--- src/hdl/itp_pkg.sv ---
// Shared types, token codes and constants for the infix-to-postfix converter.
// No dependencies; used by every module of the block except itp_ram.
package itp_pkg;

  // Operator stack geometry
  localparam int STACK_DEPTH = 32;
  localparam int SP_W        = $clog2(STACK_DEPTH);      // stack address bits
  localparam int CNT_W       = $clog2(STACK_DEPTH + 1);  // fill count bits
  localparam int ENTRY_W     = 10;                       // {kind, code}

  // Field widths
  localparam int KIND_W   = 4;
  localparam int CODE_W   = 6;
  localparam int PAY_W    = 32;
  localparam int STATUS_W = 3;
  localparam int PREC_W   = 3;

  // Token classes
  localparam logic [KIND_W-1:0] K_OPND  = 4'd0;
  localparam logic [KIND_W-1:0] K_FUNC  = 4'd1;
  localparam logic [KIND_W-1:0] K_COMMA = 4'd2;
  localparam logic [KIND_W-1:0] K_OPEN  = 4'd3;
  localparam logic [KIND_W-1:0] K_CLOSE = 4'd4;
  localparam logic [KIND_W-1:0] K_ADD   = 4'd5;
  localparam logic [KIND_W-1:0] K_SUB   = 4'd6;
  localparam logic [KIND_W-1:0] K_MUL   = 4'd7;
  localparam logic [KIND_W-1:0] K_DIV   = 4'd8;
  localparam logic [KIND_W-1:0] K_NEG   = 4'd9;
  localparam logic [KIND_W-1:0] K_POW   = 4'd10;
  localparam logic [KIND_W-1:0] K_END   = 4'd11;

  // Result status codes
  localparam logic [STATUS_W-1:0] ST_TOKEN = 3'd0;
  localparam logic [STATUS_W-1:0] ST_END   = 3'd1;
  localparam logic [STATUS_W-1:0] ST_COMMA = 3'd2;
  localparam logic [STATUS_W-1:0] ST_CLOSE = 3'd3;
  localparam logic [STATUS_W-1:0] ST_OPEN  = 3'd4;
  localparam logic [STATUS_W-1:0] ST_OVFL  = 3'd5;

  typedef enum logic [1:0] {
    S_IDLE,
    S_EVAL,
    S_CLOSE,
    S_FLUSH
  } state_t;

  typedef enum logic [1:0] {
    CNT_HOLD,
    CNT_INC,
    CNT_DEC,
    CNT_CLR
  } cnt_op_t;

  // Controller -> datapath
  typedef struct packed {
    logic                load_tok;
    logic                emit;      // push a result into the hold stage
    logic                emit_top;  // result is the stack top, else the token
    logic                emit_pay;  // carry token payload
    logic [STATUS_W-1:0] status;
    logic                flush;     // item done: hand hold stage out as last
    cnt_op_t             cnt_op;
    logic                set_disc;
    logic                clr_disc;
  } cmd_t;

  // Datapath -> controller
  typedef struct packed {
    logic [KIND_W-1:0] tok_kind;
    logic [KIND_W-1:0] top_kind;
    logic              cnt_zero;
    logic              cnt_full;
    logic              discard;
    logic              emit_ready;
    logic              flush_ready;
  } stat_t;

  // Operator precedence; zero stops a pop run
  function automatic logic [PREC_W-1:0] prec_of(input logic [KIND_W-1:0] k);
    logic [PREC_W-1:0] p;
    case (k)
      K_ADD, K_SUB: p = 3'd2;
      K_MUL, K_DIV: p = 3'd3;
      K_NEG:        p = 3'd4;
      K_POW:        p = 3'd5;
      default:      p = 3'd0;
    endcase
    return p;
  endfunction

endpackage

--- src/hdl/itp_ram.sv ---
// Generic simple dual-port RAM: one write port, one read port, registered read.
// No dependencies.
module itp_ram #(
  parameter int WIDTH = 8,
  parameter int DEPTH = 16
) (
  input  logic                     clk,
  input  logic                     we,
  input  logic [$clog2(DEPTH)-1:0] waddr,
  input  logic [WIDTH-1:0]         wdata,
  input  logic [$clog2(DEPTH)-1:0] raddr,
  output logic [WIDTH-1:0]         rdata
);

  logic [WIDTH-1:0] mem [DEPTH];

  always_ff @(posedge clk) begin
    if (we) begin
      mem[waddr] <= wdata;
    end
    rdata <= mem[raddr];
  end

endmodule

--- src/hdl/itp_ctrl.sv ---
// Sequencer of the converter: accepts items and drives pops, pushes and results.
// Depends on itp_pkg.
module itp_ctrl (
  input  logic           clk,
  input  logic           rst_n,
  input  logic           in_valid,
  output logic           in_stall,
  input  itp_pkg::stat_t st,
  output itp_pkg::cmd_t  cmd
);
  import itp_pkg::*;

  state_t            state_r, state_nxt;
  logic              pop_sep, pop_bin;
  logic [PREC_W-1:0] p_top, p_cur;

  assign p_top   = prec_of(st.top_kind);
  assign p_cur   = prec_of(st.tok_kind);
  // comma, close and end pop until an open paren
  assign pop_sep = !st.cnt_zero && (st.top_kind != K_OPEN);
  // power is right-associative
  assign pop_bin = !st.cnt_zero && (p_top != '0) &&
                   ((st.tok_kind == K_POW) ? (p_top > p_cur) : (p_top >= p_cur));

  always_ff @(posedge clk) begin
    if (!rst_n) begin
      state_r <= S_IDLE;
    end else begin
      state_r <= state_nxt;
    end
  end

  always_comb begin
    state_nxt = state_r;
    cmd       = '0;
    in_stall  = 1'b1;
    case (state_r)
      S_IDLE: begin
        in_stall = 1'b0;
        if (in_valid) begin
          cmd.load_tok = 1'b1;
          state_nxt    = S_EVAL;
        end
      end

      S_EVAL: begin
        if (st.emit_ready) begin
          state_nxt = S_FLUSH;
          if (st.discard) begin
            cmd.clr_disc = (st.tok_kind == K_END);
          end else begin
            case (st.tok_kind)
              K_FUNC, K_OPEN, K_NEG: begin
                if (st.cnt_full) begin
                  cmd.emit     = 1'b1;
                  cmd.status   = ST_OVFL;
                  cmd.cnt_op   = CNT_CLR;
                  cmd.set_disc = 1'b1;
                end else begin
                  cmd.cnt_op = CNT_INC;
                end
              end
              K_COMMA, K_CLOSE, K_END: begin
                if (pop_sep) begin
                  cmd.emit     = 1'b1;
                  cmd.emit_top = 1'b1;
                  cmd.cnt_op   = CNT_DEC;
                  state_nxt    = S_EVAL;
                end else if (st.tok_kind == K_END) begin
                  cmd.emit   = 1'b1;
                  cmd.status = st.cnt_zero ? ST_END : ST_OPEN;
                  cmd.cnt_op = CNT_CLR;
                end else if (st.cnt_zero) begin
                  cmd.emit     = 1'b1;
                  cmd.status   = (st.tok_kind == K_COMMA) ? ST_COMMA : ST_CLOSE;
                  cmd.cnt_op   = CNT_CLR;
                  cmd.set_disc = 1'b1;
                end else if (st.tok_kind == K_CLOSE) begin
                  // drop the open paren, then look at the new top
                  cmd.cnt_op = CNT_DEC;
                  state_nxt  = S_CLOSE;
                end
              end
              K_ADD, K_SUB, K_MUL, K_DIV, K_POW: begin
                if (pop_bin) begin
                  cmd.emit     = 1'b1;
                  cmd.emit_top = 1'b1;
                  cmd.cnt_op   = CNT_DEC;
                  state_nxt    = S_EVAL;
                end else if (st.cnt_full) begin
                  cmd.emit     = 1'b1;
                  cmd.status   = ST_OVFL;
                  cmd.cnt_op   = CNT_CLR;
                  cmd.set_disc = 1'b1;
                end else begin
                  cmd.cnt_op = CNT_INC;
                end
              end
              default: begin
                // operands and unknown classes pass through
                cmd.emit     = 1'b1;
                cmd.emit_pay = 1'b1;
                cmd.status   = ST_TOKEN;
              end
            endcase
          end
        end
      end

      S_CLOSE: begin
        if (st.emit_ready) begin
          state_nxt = S_FLUSH;
          if (!st.cnt_zero && (st.top_kind inside {K_FUNC, K_NEG})) begin
            cmd.emit     = 1'b1;
            cmd.emit_top = 1'b1;
            cmd.cnt_op   = CNT_DEC;
          end
        end
      end

      S_FLUSH: begin
        if (st.flush_ready) begin
          cmd.flush = 1'b1;
          in_stall  = 1'b0;
          if (in_valid) begin
            cmd.load_tok = 1'b1;
            state_nxt    = S_EVAL;
          end else begin
            state_nxt = S_IDLE;
          end
        end
      end

      default: begin
        state_nxt = S_IDLE;
      end
    endcase
  end

endmodule

--- src/hdl/itp_dpath.sv ---
// Datapath: token register, operator stack with fill count, hold and output stages.
// Depends on itp_pkg and itp_ram.
module itp_dpath (
  input  logic                          clk,
  input  logic                          rst_n,
  input  logic [itp_pkg::KIND_W-1:0]    in_kind,
  input  logic [itp_pkg::CODE_W-1:0]    in_token_code,
  input  logic [itp_pkg::PAY_W-1:0]     in_payload,
  input  itp_pkg::cmd_t                 cmd,
  output itp_pkg::stat_t                st,
  output logic                          out_valid,
  input  logic                          out_stall,
  output logic [itp_pkg::KIND_W-1:0]    out_kind,
  output logic [itp_pkg::CODE_W-1:0]    out_code,
  output logic [itp_pkg::PAY_W-1:0]     out_payload,
  output logic [itp_pkg::STATUS_W-1:0]  out_status,
  output logic                          out_last
);
  import itp_pkg::*;

  // current token
  logic [KIND_W-1:0]   tok_kind_r;
  logic [CODE_W-1:0]   tok_code_r;
  logic [PAY_W-1:0]    tok_pay_r;

  // stack control
  logic [CNT_W-1:0]    count_r, count_nxt, rd_cnt;
  logic                disc_r;
  logic [SP_W-1:0]     raddr;
  logic [ENTRY_W-1:0]  top_data;

  // hold stage (one result behind, so the last flag is known at flush)
  logic                hold_valid_r;
  logic [KIND_W-1:0]   hold_kind_r;
  logic [CODE_W-1:0]   hold_code_r;
  logic [PAY_W-1:0]    hold_pay_r;
  logic [STATUS_W-1:0] hold_status_r;

  // output stage
  logic                out_valid_r;
  logic [KIND_W-1:0]   out_kind_r;
  logic [CODE_W-1:0]   out_code_r;
  logic [PAY_W-1:0]    out_pay_r;
  logic [STATUS_W-1:0] out_status_r;
  logic                out_last_r;

  logic                out_free, move;
  logic [KIND_W-1:0]   em_kind;
  logic [CODE_W-1:0]   em_code;
  logic [PAY_W-1:0]    em_pay;
  logic [STATUS_W-1:0] em_status;

  always_comb begin
    case (cmd.cnt_op)
      CNT_INC: count_nxt = count_r + CNT_W'(1);
      CNT_DEC: count_nxt = count_r - CNT_W'(1);
      CNT_CLR: count_nxt = '0;
      default: count_nxt = count_r;
    endcase
  end

  // read the top of the next count so it is ready the following cycle
  assign rd_cnt = count_nxt - CNT_W'(1);
  assign raddr  = rd_cnt[SP_W-1:0];

  itp_ram #(
    .WIDTH (ENTRY_W),
    .DEPTH (STACK_DEPTH)
  ) u_stack (
    .clk   (clk),
    .we    (cmd.cnt_op == CNT_INC),
    .waddr (count_r[SP_W-1:0]),
    .wdata ({tok_kind_r, tok_code_r}),
    .raddr (raddr),
    .rdata (top_data)
  );

  assign out_free = !out_valid_r || !out_stall;
  assign move     = (cmd.emit || cmd.flush) && hold_valid_r;

  assign em_kind   = cmd.emit_top ? top_data[ENTRY_W-1:CODE_W] : tok_kind_r;
  assign em_code   = cmd.emit_top ? top_data[CODE_W-1:0] : tok_code_r;
  assign em_pay    = cmd.emit_pay ? tok_pay_r : '0;
  assign em_status = cmd.emit_top ? ST_TOKEN : cmd.status;

  always_ff @(posedge clk) begin
    if (cmd.load_tok) begin
      tok_kind_r <= in_kind;
      tok_code_r <= in_token_code;
      tok_pay_r  <= in_payload;
    end
    if (cmd.emit) begin
      hold_kind_r   <= em_kind;
      hold_code_r   <= em_code;
      hold_pay_r    <= em_pay;
      hold_status_r <= em_status;
    end
    if (move) begin
      out_kind_r   <= hold_kind_r;
      out_code_r   <= hold_code_r;
      out_pay_r    <= hold_pay_r;
      out_status_r <= hold_status_r;
      out_last_r   <= cmd.flush;
    end
  end

  always_ff @(posedge clk) begin
    if (!rst_n) begin
      count_r      <= '0;
      disc_r       <= 1'b0;
      hold_valid_r <= 1'b0;
      out_valid_r  <= 1'b0;
    end else begin
      count_r <= count_nxt;
      if (cmd.set_disc) begin
        disc_r <= 1'b1;
      end else if (cmd.clr_disc) begin
        disc_r <= 1'b0;
      end
      if (cmd.emit) begin
        hold_valid_r <= 1'b1;
      end else if (cmd.flush) begin
        hold_valid_r <= 1'b0;
      end
      if (move) begin
        out_valid_r <= 1'b1;
      end else if (!out_stall) begin
        out_valid_r <= 1'b0;
      end
    end
  end

  assign st.tok_kind    = tok_kind_r;
  assign st.top_kind    = top_data[ENTRY_W-1:CODE_W];
  assign st.cnt_zero    = (count_r == '0);
  assign st.cnt_full    = (count_r == CNT_W'(STACK_DEPTH));
  assign st.discard     = disc_r;
  assign st.emit_ready  = !hold_valid_r || out_free;
  assign st.flush_ready = !hold_valid_r || out_free;

  assign out_valid   = out_valid_r;
  assign out_kind    = out_kind_r;
  assign out_code    = out_code_r;
  assign out_payload = out_pay_r;
  assign out_status  = out_status_r;
  assign out_last    = out_last_r;

`ifndef SYNTHESIS
  a_cnt_range: assert property (@(posedge clk) disable iff (!rst_n)
    count_r <= CNT_W'(STACK_DEPTH))
    else $error("stack count above depth");

  a_no_push_full: assert property (@(posedge clk) disable iff (!rst_n)
    (cmd.cnt_op == CNT_INC) |-> (count_r < CNT_W'(STACK_DEPTH)))
    else $error("push onto full stack");

  a_hold_no_loss: assert property (@(posedge clk) disable iff (!rst_n)
    (move) |-> out_free)
    else $error("output stage overwritten while stalled");

  a_flush_empties: assert property (@(posedge clk) disable iff (!rst_n)
    (cmd.flush && !cmd.emit) |=> !hold_valid_r)
    else $error("hold stage not emptied at end of item");
`endif

endmodule

--- src/hdl/infix_to_postfix_converter.sv ---
// Top level of the shunting-yard infix-to-postfix converter.
// Depends on itp_pkg, itp_ctrl, itp_dpath (which holds the itp_ram stack).
//
//  channel  direction  handshake          payload
//  in       input      in_valid/in_stall  in_kind, in_token_code, in_payload
//  out      output     out_valid/out_stall out_kind, out_code, out_payload,
//                                         out_status, out_last
//
// Steps: a token that pops nothing is accepted, then evaluated; the
//   end-of-item handoff overlaps the next accept. Each popped stack entry adds
//   an evaluate step, a close paren a step for the function/negation check.
//   The registered stack RAM read gives one pop per cycle unless output stalls.
// Reset: synchronous, active low; clears stack count, discard flag and valids.
//   Stack contents are not cleared; only entries below the count are used.
// Stalls: out_stall holds the output register; results then back up into the
//   one-entry hold stage and the sequencer waits. in_stall is high while busy.
module infix_to_postfix_converter (
  input  logic                         clk,
  input  logic                         rst_n,
  // input channel
  input  logic                         in_valid,
  output logic                         in_stall,
  input  logic [itp_pkg::KIND_W-1:0]   in_kind,
  input  logic [itp_pkg::CODE_W-1:0]   in_token_code,
  input  logic [itp_pkg::PAY_W-1:0]    in_payload,
  // result channel
  output logic                         out_valid,
  input  logic                         out_stall,
  output logic [itp_pkg::KIND_W-1:0]   out_kind,
  output logic [itp_pkg::CODE_W-1:0]   out_code,
  output logic [itp_pkg::PAY_W-1:0]    out_payload,
  output logic [itp_pkg::STATUS_W-1:0] out_status,
  output logic                         out_last
);
  import itp_pkg::*;

  cmd_t  cmd;
  stat_t st;

  // sequencer: decides pops, pushes and results per token
  itp_ctrl u_ctrl (
    .clk      (clk),
    .rst_n    (rst_n),
    .in_valid (in_valid),
    .in_stall (in_stall),
    .st       (st),
    .cmd      (cmd)
  );

  // token register, operator stack, hold and output stages
  itp_dpath u_dpath (
    .clk           (clk),
    .rst_n         (rst_n),
    .in_kind       (in_kind),
    .in_token_code (in_token_code),
    .in_payload    (in_payload),
    .cmd           (cmd),
    .st            (st),
    .out_valid     (out_valid),
    .out_stall     (out_stall),
    .out_kind      (out_kind),
    .out_code      (out_code),
    .out_payload   (out_payload),
    .out_status    (out_status),
    .out_last      (out_last)
  );

endmodule
--- config.mk ---
export PLATFORM = sky130hd
export DESIGN_NAME = infix_to_postfix_converter
export DESIGN_NICKNAME = d
export VERILOG_FILES = /design/src/hdl/itp_pkg.sv /design/src/hdl/itp_ram.sv /design/src/hdl/itp_ctrl.sv /design/src/hdl/itp_dpath.sv /design/src/hdl/infix_to_postfix_converter.sv
export SDC_FILE = /design/constraint.sdc
export NUM_CORES = 1
export LEC_CHECK = 0
export ABC_AREA = 0
export BUFFER_PORTS_ARGS = -buffer_cell sky130_fd_sc_hd__clkbuf_2
export CAP_MARGIN = 20
export CORE_MARGIN = 5
export CORE_UTILIZATION = 60
export DETAILED_ROUTE_END_ITERATION = 12
export HOLD_SLACK_MARGIN = 0.12
export PLACE_DENSITY = 0.77
export RECOVER_POWER = 100
export SYNTH_ARGS = -nofsm -noshare
export SYNTH_HDL_FRONTEND = slang
export SYNTH_HIERARCHICAL = 1
export SYNTH_SLANG_ARGS = --single-unit
--- constraint.sdc ---
create_clock -name clk -period 9.15 [get_ports clk]
set_input_delay 0.915 -clock clk [delete_from_list [all_inputs] [get_ports clk]]
set_output_delay 0.915 -clock clk [all_outputs]
set_load 0.05 [all_outputs]
==> impl_metrics.ini, run 1 <==
[outcome]
status = finished with violations
failed_checks = capacitance limit, slew limit

[floorplanning]
initial_core_util = 0.604
ios = 94
rows = 65
design.core.area_um2 = 31300
die_area_um2 = 35100
die_x_um = 187
dieHeight_um = 187

[worst_setup_path]
crit_arrival_ps = 7640
cp.required_ps = 9570
crit_type = reg2reg
rr_worst_depth = 22
r2r_setup_slack_ps = 1930
rr_startpoint = u_dpath/tok_kind_r[1]
reg2reg_to = u_dpath/u_stack/rdata[7]
path_max_fanout = 45
start_kind = register
end_kind = register

[logic_synthesis]
synth_nets = 1184
synth_edf_count = 453
syn_inst = 1123
synth_top_area_cell = edfxtp_1
ys_types = 64
synth_commonest_cells = edfxtp_1, mux2i_1, nor2_1, a22oi_1, nand2_1
syn-cell-area_um2 = 18900
ys_async_sr_fraction = 0
ys_ff_latch = 474
synth_area_leaders = edfxtp_1, mux2i_1, dfxtp_1
yosysSeqAreaShare = 0.742
synth_area_per_cell_um2 = 16.8
yosysMostFrequentCell = edfxtp_1
yosysWarnings = 6
synth_top_area_frac = 0.720
synth_flop_cell = edfxtp_1

[timing]
rsz0062_at_grt = false
final_max_slew_viol_count = 442
setup_ws_ps = 1930
fmax_mhz = 138
max_slew_margin = -0.701
skew_ps = 22.6
fin_setup_tns_ps = 0
setup_viol = 0
period_needed_ps = 7220
worst_pin_slew_ps = 2550
finalCritPeriodShare = 0.790
finalHoldViolations = 0

[worst_hold_path]
hp-class = reg2reg
whs_path_depth = 0
min_from = u_dpath/hold_code_r[4]
hold_path_end = u_dpath/out_code[4]

[detailed_routing]
dr.pass1.iters = 7
via_count = 10200
drt-wirelength-per-cell_um = 23.4
drc_errors = 0
ant_nets = 0
finalWirelength_um = 39200
drtIter0Drc = 1072
via_per_inst = 6.11

[clocking]
cts_sinks = 474
cts-root-buf = clkbuf_16
h-tree-depth = 2
path_clk_slew_ps = 60
hold_buffers = 0
post-cts-setup-buffers = 0
clock_latency_ps = 550
clock_path_buffers = 3
tritoncts = done
numCtsBuffers = 46
post_cts_resized = 0

[finish]
syn2layout_area_growth_pct = 10.9
layout.area.seq_um2 = 14000
antenna_cells = 0
n_fill_cell = 2066
layout-drive-gt1-share = 0.109
multi_input_area_um2 = 4360
final_util = 0.669
finalNetCount = 1295

[pwr]
clkPwrFrac = 0.398
seq_power_share = 0.541
switching_share = 0.217
p_comb_frac = 0.061
ir_drop_uv = 246
p_sw_mw = 1.00
leakagePower_nw = 7.86
p_int_mw = 3.62
power_density_nw_per_um2 = 221

[global_routing]
grt_usage = 0.218
antenna_found_initial = 0
grt_pass1_wl_um = 59300
grt_pass1_vias = 9896
grt_max_degree = 120
overflow = 0

[placement]
gp_congestion = 0.880
dp_slack_ps = 3370
io_buffer_count = 93
dp_hpwl_um = 24300

[job]
cap_violations = 11
-- registers in the layout, indices dropped and copies added (netlist names), named ones only --
name	cells
u_dpath/u_stack/mem	320
u_dpath/out_last	1
u_dpath/hold_pay_r	32
u_dpath/out_kind	4
u_dpath/tok_pay_r	32
u_dpath/hold_code_r	6
u_dpath/hold_kind_r	4
u_dpath/tok_kind_r	4
u_dpath/hold_status_r	3
u_dpath/tok_code_r	6
u_dpath/out_payload	32
u_dpath/count_r	6
u_dpath/hold_valid_r	1
u_ctrl/state_r	1
u_dpath/disc_r	1
u_dpath/out_valid	1
u_dpath/out_status	3
u_dpath/u_stack/rdata	10
u_dpath/out_code	6
-- critical path, cell delays in order, from the launching register on --
cell and delay, ps:
edfxtp_1 320, clkbuf_1 1520, nand2_1 310, o22ai_1 250
ha_1 290, and4b_1 200, a31oi_1 230, and4_2 280
nor3_1 60, o21ai_1 250, inv_1 100, ha_1 370
inv_1 110, nor3_1 290, a21oi_4 40, buf_4 350
ha_1 350, xnor2_1 350, nor2b_1 190, buf_4 450
a22oi_1 240, a31oi_1 330, nand3_1 120
-- kinds of logic after synthesis --
| family | share of synthesized area |
|---|---|
| AOI/OAI and AO/OA | 0.0565 |
| xor gates and xnor gates | 0.00417 |
| adders and majority gates | 0.00993 |
| buffers and inverters | 0.0273 |
| DFF | 0.742 |
| muxes | 0.0918 |
| and+or+nand+nor | 0.0683 |
-- layout by cell type, fill, tap and decap left out, types with 21 or more instances in the layout --
cell / count
clkbuf_2: 37
edfxtp_1: 453
a22oi_1: 41
a22o_1: 21
nand2_1: 40
clkbuf_1: 84
a21oi_1: 33
clkbuf_16: 46
dfxtp_1: 21
nand3_1: 29
mux2i_1: 162
nor2_1: 49
-- power groups by stage --
stage                     Combinational (mW)  Sequential, mW  Clock (mW)
after global routing                   0.304            2.51        1.96
after detailed placement               0.290            2.54           0
after floorplan                        0.166            2.57           0
after global placement                 0.274            2.54           0
final                                  0.281            2.50        1.84
after CTS                              0.292            2.50        1.86
-- area by class of cell --
cell class	count	area share
clock buffers	59	0.0582
multi-input cells	581	0.208
repair buffers	119	0.0263
well taps	402	0.0240
clock inverters	26	0.0122
inverters	12	0.00215
flip-flops and latches	474	0.669
-- routing by layer --
layer / vias up / GRT usage / routed length [um]
li1: 4591 / - / -
met1: 5027 / 0.310 / 15900
met2: 521 / 0.349 / 18800
met3: 76 / 0.0412 / 3380
met4: 0 / 0.0641 / 1130
met5: - / 0 / 0
-- metrics by stage --
stage	hold WS [ps]	instances	power, mW	area (um^2)
after floorplan	400	1123	2.73	18900
after global placement	400	1583	2.82	19600
after detailed placement	405	1584	2.83	19600
after CTS	400	1669	4.65	21100
after global routing	403	1673	4.77	21000
final	405	1673	4.62	21000
-- worst max-delay path by stage --
stage | cells past startpoint | start | slack (ps) | end
global route | 22 | u_dpath/tok_kind_r[1] | 1430 | u_dpath/u_stack/rdata[5]
finish | 22 | u_dpath/tok_kind_r[1] | 1930 | u_dpath/u_stack/rdata[7]
floorplan | 10 | u_dpath/tok_kind_r[0] | 3060 | u_dpath/out_code[0]
CTS | 22 | u_dpath/tok_kind_r[1] | 3340 | u_dpath/u_stack/rdata[6]
detailed placement | 22 | u_dpath/tok_kind_r[3] | 3370 | u_dpath/u_stack/rdata[7]
global placement | 22 | u_dpath/tok_kind_r[3] | 3540 | u_dpath/u_stack/rdata[7]
No activity file was read; power rests on OpenSTA's default activity.
==> run 2: changes to the inputs <==
Clock period 9.15 ns to 7.4 ns, I/O delays scaled along.
==> run 2 against run 1 <==
Net effect:
- the run still ends with capacitance limit, slew limit left
- sequential share of layout area increased by 0.060 points
- clock skew grew 1.8 ps
- register-to-register slack got worse by 1000 ps
- die area is the same
- via count up 0.21%
- largest power group unchanged
- final cell count decreased by 0.12%
- sequential power up 24%
- worst setup slack worse by 1000 ps
- largest cell class unchanged
==> impl_metrics.ini, run 2 (synthesis gave the netlist of run 1 again) <==
[clocking]
hold_buffers = 0
h-tree-depth = 2
cts-root-buf = clkbuf_16
numCtsBuffers = 46
post_cts_resized = 0
tritoncts = done
clock_path_buffers = 3
cts_sinks = 474
path_clk_slew_ps = 70
post-cts-setup-buffers = 0
clock_latency_ps = 560

[finish]
largest_reg_flops = 320
syn2layout_area_growth_pct = 10.8
layout_commonest_cell = edfxtp_1
finalNetCount = 1293
mostFrequentLayoutCells = edfxtp_1, mux2i_1, clkbuf_1
antenna_cells = 0
layout-drive-gt1-share = 0.117
largest_register = u_dpath/u_stack/mem

[worst_setup_path]
slowest_delay_ps = 880
path_max_fanout = 26
cp.required_ps = 7810
reg2reg_to = u_dpath/u_stack/rdata[4]
crit_arrival_ps = 6900
start_kind = register
worstPathCellList = clkbuf_1, and4b_1, a31oi_1, and4_1, nor3_1, o21ai_0, ha_1, xor2_1, ha_1, a21oi_1, xor2_1, a21o_1, a21oi_4, xnor2_1, nor2b_2, buf_4, a22oi_1, a31oi_1, nand3_1
rr_startpoint = u_dpath/tok_kind_r[0]
r2r_setup_slack_ps = 920
worst-path-buf-inv = 2
cp_top_family = simple AND/OR/NAND/NOR gates
crit_type = reg2reg
rr_worst_depth = 19
cpMaxStageDelayCell = edfxtp_1
end_kind = register

[floorplanning]
rows = 65
design.core.area_um2 = 31300
dieHeight_um = 187
die_x_um = 187
initial_core_util = 0.604
ios = 94
die_area_um2 = 35100

[pwr]
p_total_mw = 5.70
power_density_nw_per_um2 = 272
ir_drop_uv = 208
leakagePower_nw = 7.85

[timing]
max_slew_margin = -0.775
worst_pin_slew_ps = 2660
finalCritPeriodShare = 0.876
setup_viol = 0
finalHoldViolations = 0
rsz0062_at_grt = false
skew_ps = 24.4
fmax_mhz = 154
final_max_slew_viol_count = 261
fin_setup_tns_ps = 0
period_needed_ps = 6480
setup_ws_ps = 915

[detailed_routing]
ant_nets = 0
via_count = 10200
wl_met1_um = 15500
drtIter0Drc = 963
drt-wirelength-per-cell_um = 23.5
highest_layer = met4
wl_met3_um = 2960
drc_errors = 0
wl_met2_um = 19800
dr.pass1.iters = 5
finalWirelength_um = 39300
via_per_inst = 6.13

[placement]
gp_congestion = 0.839
dp_slack_ps = 1300
dp_hpwl_um = 24100
io_buffer_count = 93

[global_routing]
grt_max_degree = 135
overflow = 0
grt_pass1_vias = 10200
grt_pass1_wl_um = 59600
antenna_found_initial = 1
grt_usage = 0.220

[outcome]
status = finished with violations
failed_checks = capacitance limit, slew limit

[worst_hold_path]
hp-class = in2reg
min_from = in_payload[24]
hold_path_end = u_dpath/tok_pay_r[24]
whs_path_depth = 1

[job]
cap_violations = 7
[run 2: layer usage]
metal	vias to the layer above	GRT usage
met5	-	0
met4	0	0.0680
met3	76	0.0407
met2	447	0.375
met1	5122	0.293
li1	4591	-
[run 2: worst max path at each step]
stage / start / end / slack, ps / depth (start not counted)
after floorplan: u_dpath/tok_kind_r[0] / u_dpath/out_code[0] / 1310 / 10
after global placement: u_dpath/tok_kind_r[3] / u_dpath/u_stack/rdata[4] / 1450 / 21
after detailed placement: u_dpath/tok_kind_r[3] / u_dpath/u_stack/rdata[4] / 1300 / 21
after CTS: u_dpath/tok_kind_r[3] / u_dpath/u_stack/rdata[4] / 1250 / 21
after global routing: u_dpath/tok_kind_r[0] / u_dpath/u_stack/rdata[4] / 360 / 19
final: u_dpath/tok_kind_r[0] / u_dpath/u_stack/rdata[4] / 920 / 19
[run 2: final cells by class]
type                    count  area (um^2)
inverters                  12         45.0
clock inverters            27          262
flip-flops and latches    474        14000
well taps                 402          503
repair buffers            117          536
clock buffers              58         1210
multi-input cells         581         4370
fillers                  2055        10400
[run 2: through the flow]
| stage | hold slack, ps | instance area, um^2 | instances | utilization |
|---|---|---|---|---|
| global route | 334 | 20900 | 1671 | 0.669 |
| floorplan | 400 | 18900 | 1123 | - |
| detailed placement | 405 | 19600 | 1584 | 0.626 |
| global placement | 400 | 19600 | 1583 | 0.626 |
| CTS | 338 | 21100 | 1669 | 0.673 |
| finish | 359 | 20900 | 1671 | 0.669 |
[run 2: power by group]
group	internal (mW)	leakage, nW	total [mW]	switching, mW
Clock	1.30	0.719	2.26	0.955
Combinational	0.0982	2.87	0.339	0.241
Sequential	3.07	4.26	3.11	0.0413
Total	4.47	7.85	5.70	1.24
[run 2: worst reg2reg max path, cell delays in order (launching register included)]
cell and delay (ps):
edfxtp_1 880, clkbuf_1 770, and4b_1 290, a31oi_1 200, and4_1 270, nor3_1 60
o21ai_0 380, ha_1 530, xor2_1 130, ha_1 260, a21oi_1 150, xor2_1 210
a21o_1 190, a21oi_4 80, xnor2_1 210, nor2b_2 810, buf_4 440, a22oi_1 170
a31oi_1 210, nand3_1 110
==> run 3: changes to the inputs <==
Settings changed: CELL_PAD_IN_SITES_DETAIL_PLACEMENT from default to 1, CELL_PAD_IN_SITES_GLOBAL_PLACEMENT from default to 1, CORE_UTILIZATION 60 to 56, PLACE_DENSITY 0.77 to 0.83.
Clock period 7.4 ns to 7.6 ns, I/O delays scaled along.
==> run 3 against run 2 <==
Net effect:
- the flow still finishes with violations (capacitance limit, slew limit)
- wire length increased by 25%
- non-clock buffer count grew 10
- register-to-register slack worse by 130 ps
- design area grew 0.55%
- hold slack is essentially flat
- sequential share of layout area down 0.37 points
- worst setup slack worse by 130 ps
- sequential power down 3%
- final cell count is 3.5% higher
- clock-buffer cell count rose by 10
- fmax decreased by 4.9%
- first-iteration DRC count is 4.4% higher
==> impl_metrics.ini, run 3 (synthesis gave the netlist of run 1 again) <==
[timing]
skew_ps = 17.0
setup_viol = 0
worst_pin_slew_ps = 2690
finalHoldViolations = 0
rsz0062_at_grt = false
period_needed_ps = 6820
fin_setup_tns_ps = 0
finalCritPeriodShare = 0.897
max_slew_margin = -0.792
fmax_mhz = 147
final_max_slew_viol_count = 322

[pwr]
p_total_mw = 5.71
power_density_nw_per_um2 = 271
ir_drop_uv = 214
leakagePower_nw = 7.86

[worst_setup_path]
cpMaxStageDelayCell = clkbuf_1
start_kind = register
worstPathCellList = clkbuf_1, nor4_1, a21oi_1, nand3_1, a31oi_1, inv_1, ha_1, xor2_1, ha_1, a21oi_1, xor2_1, a21o_1, a21oi_1, xnor2_1, nor2b_1, buf_4, a22o_1, nor3_2, a31oi_1, nand3_1
end_kind = register
crit_type = reg2reg
cp.required_ps = 8060
path_max_fanout = 33
cpMostUsedCell = a21oi_1
slowest_delay_ps = 940
crit_arrival_ps = 7280

[global_routing]
grt_usage = 0.258
met3_usage = 0.0596
antenna_found_initial = 2
grt_pass1_wl_um = 72700
grt_max_degree = 135
grtUsageMet2 = 0.456
grt_pass1_vias = 11300
grt.met1_usage = 0.309
overflow = 0
busiest_layer = met2

[job]
cap_violations = 9

[clocking]
post-cts-setup-buffers = 0
clock_latency_ps = 580
path_clk_slew_ps = 60
hold_buffers = 0
cts_sinks = 474
cts-root-buf = clkbuf_16
h-tree-depth = 2
tritoncts = done
numCtsBuffers = 47
post_cts_resized = 0
clock_path_buffers = 3

[detailed_routing]
drc_errors = 0
drt-wirelength-per-cell_um = 28.5
drtIter0Drc = 1005
via_per_inst = 6.12
dr.pass1.iters = 5
ant_nets = 0
via_count = 10600
finalWirelength_um = 49300

[floorplanning]
die_area_um2 = 37500
dieHeight_um = 194
die_x_um = 194
design.core.area_um2 = 33400
rows = 67
ios = 94
initial_core_util = 0.565

[placement]
io_buffer_count = 93
dp.cells = 1633
gp_congestion = 0.846
dp_hpwl_um = 30200
post_dp_cell_area_um2 = 19700

[finish]
finalNetCount = 1304
layout_commonest_cell = edfxtp_1
syn2layout_area_growth_pct = 11.4
mostFrequentLayoutCells = edfxtp_1, mux2i_1, clkbuf_1
finalInstanceArea_um2 = 21100
largest_reg_flops = 320
layout-drive-gt1-share = 0.105
stdcell_count = 1730
largest_register = u_dpath/u_stack/mem

[outcome]
failed_checks = capacitance limit, slew limit
status = finished with violations

[worst_hold_path]
hp-class = in2reg
-- run 3: area by class of cell --
| cell class | count | area (um^2) |
|---|---|---|
| inverter | 12 | 45.0 |
| sequential | 474 | 14000 |
| timing repair buffer | 127 | 572 |
| tap | 448 | 561 |
| antenna | 1 | 2.50 |
| clock inverter | 19 | 229 |
| multi-input combinational | 581 | 4330 |
| fill | 3008 | 12400 |
| clock buffer | 68 | 1300 |
-- run 3: path summary, 6_finish.rpt --
check             cells after the start  slack (ps)                       end                    from
hold reg to reg                       0         420   u_dpath/out_payload[26]  u_dpath/hold_pay_r[26]
setup reg to reg                     20         780  u_dpath/u_stack/rdata[5]   u_dpath/tok_kind_r[3]
setup / recovery                     20         780  u_dpath/u_stack/rdata[5]   u_dpath/tok_kind_r[3]
hold / removal                        1         360     u_dpath/tok_code_r[0]        in_token_code[0]
-- run 3: per-stage QoR --
step / setup WS [ps] / hold WS (ps) / util
2_1_floorplan: 1510 / 400 / -
3_3_place_gp: 1810 / 401 / 0.588
3_5_place_dp: 1480 / 406 / 0.589
4_1_cts: 1140 / 330 / 0.634
5_1_grt: 422 / 334 / 0.629
6_report: 781 / 360 / 0.629
-- run 3: layer usage --
| metal | vias to the layer above | wire length, um |
|---|---|---|
| met3 | 120 | 3340 |
| met4 | 4 | 1920 |
| met1 | 5447 | 18300 |
| met2 | 405 | 25700 |
| li1 | 4609 | - |
| met5 | - | 27 |
-- run 3: power breakdown --
group	internal [mW]	switching, mW
Sequential	2.99	0.0414
Combinational	0.0964	0.262
Clock	1.36	0.962
Total	4.44	1.27
-- run 3: critical path: cells and delay by family (launching register included) --
family	cells	cell delay [ps]
and+or+nand+nor	5	1170
AOI/OAI and AO/OA	7	1530
buffers and inverters	3	1580
DFF	1	760
adders and majority gates	2	660
xor gates and xnor gates	3	940
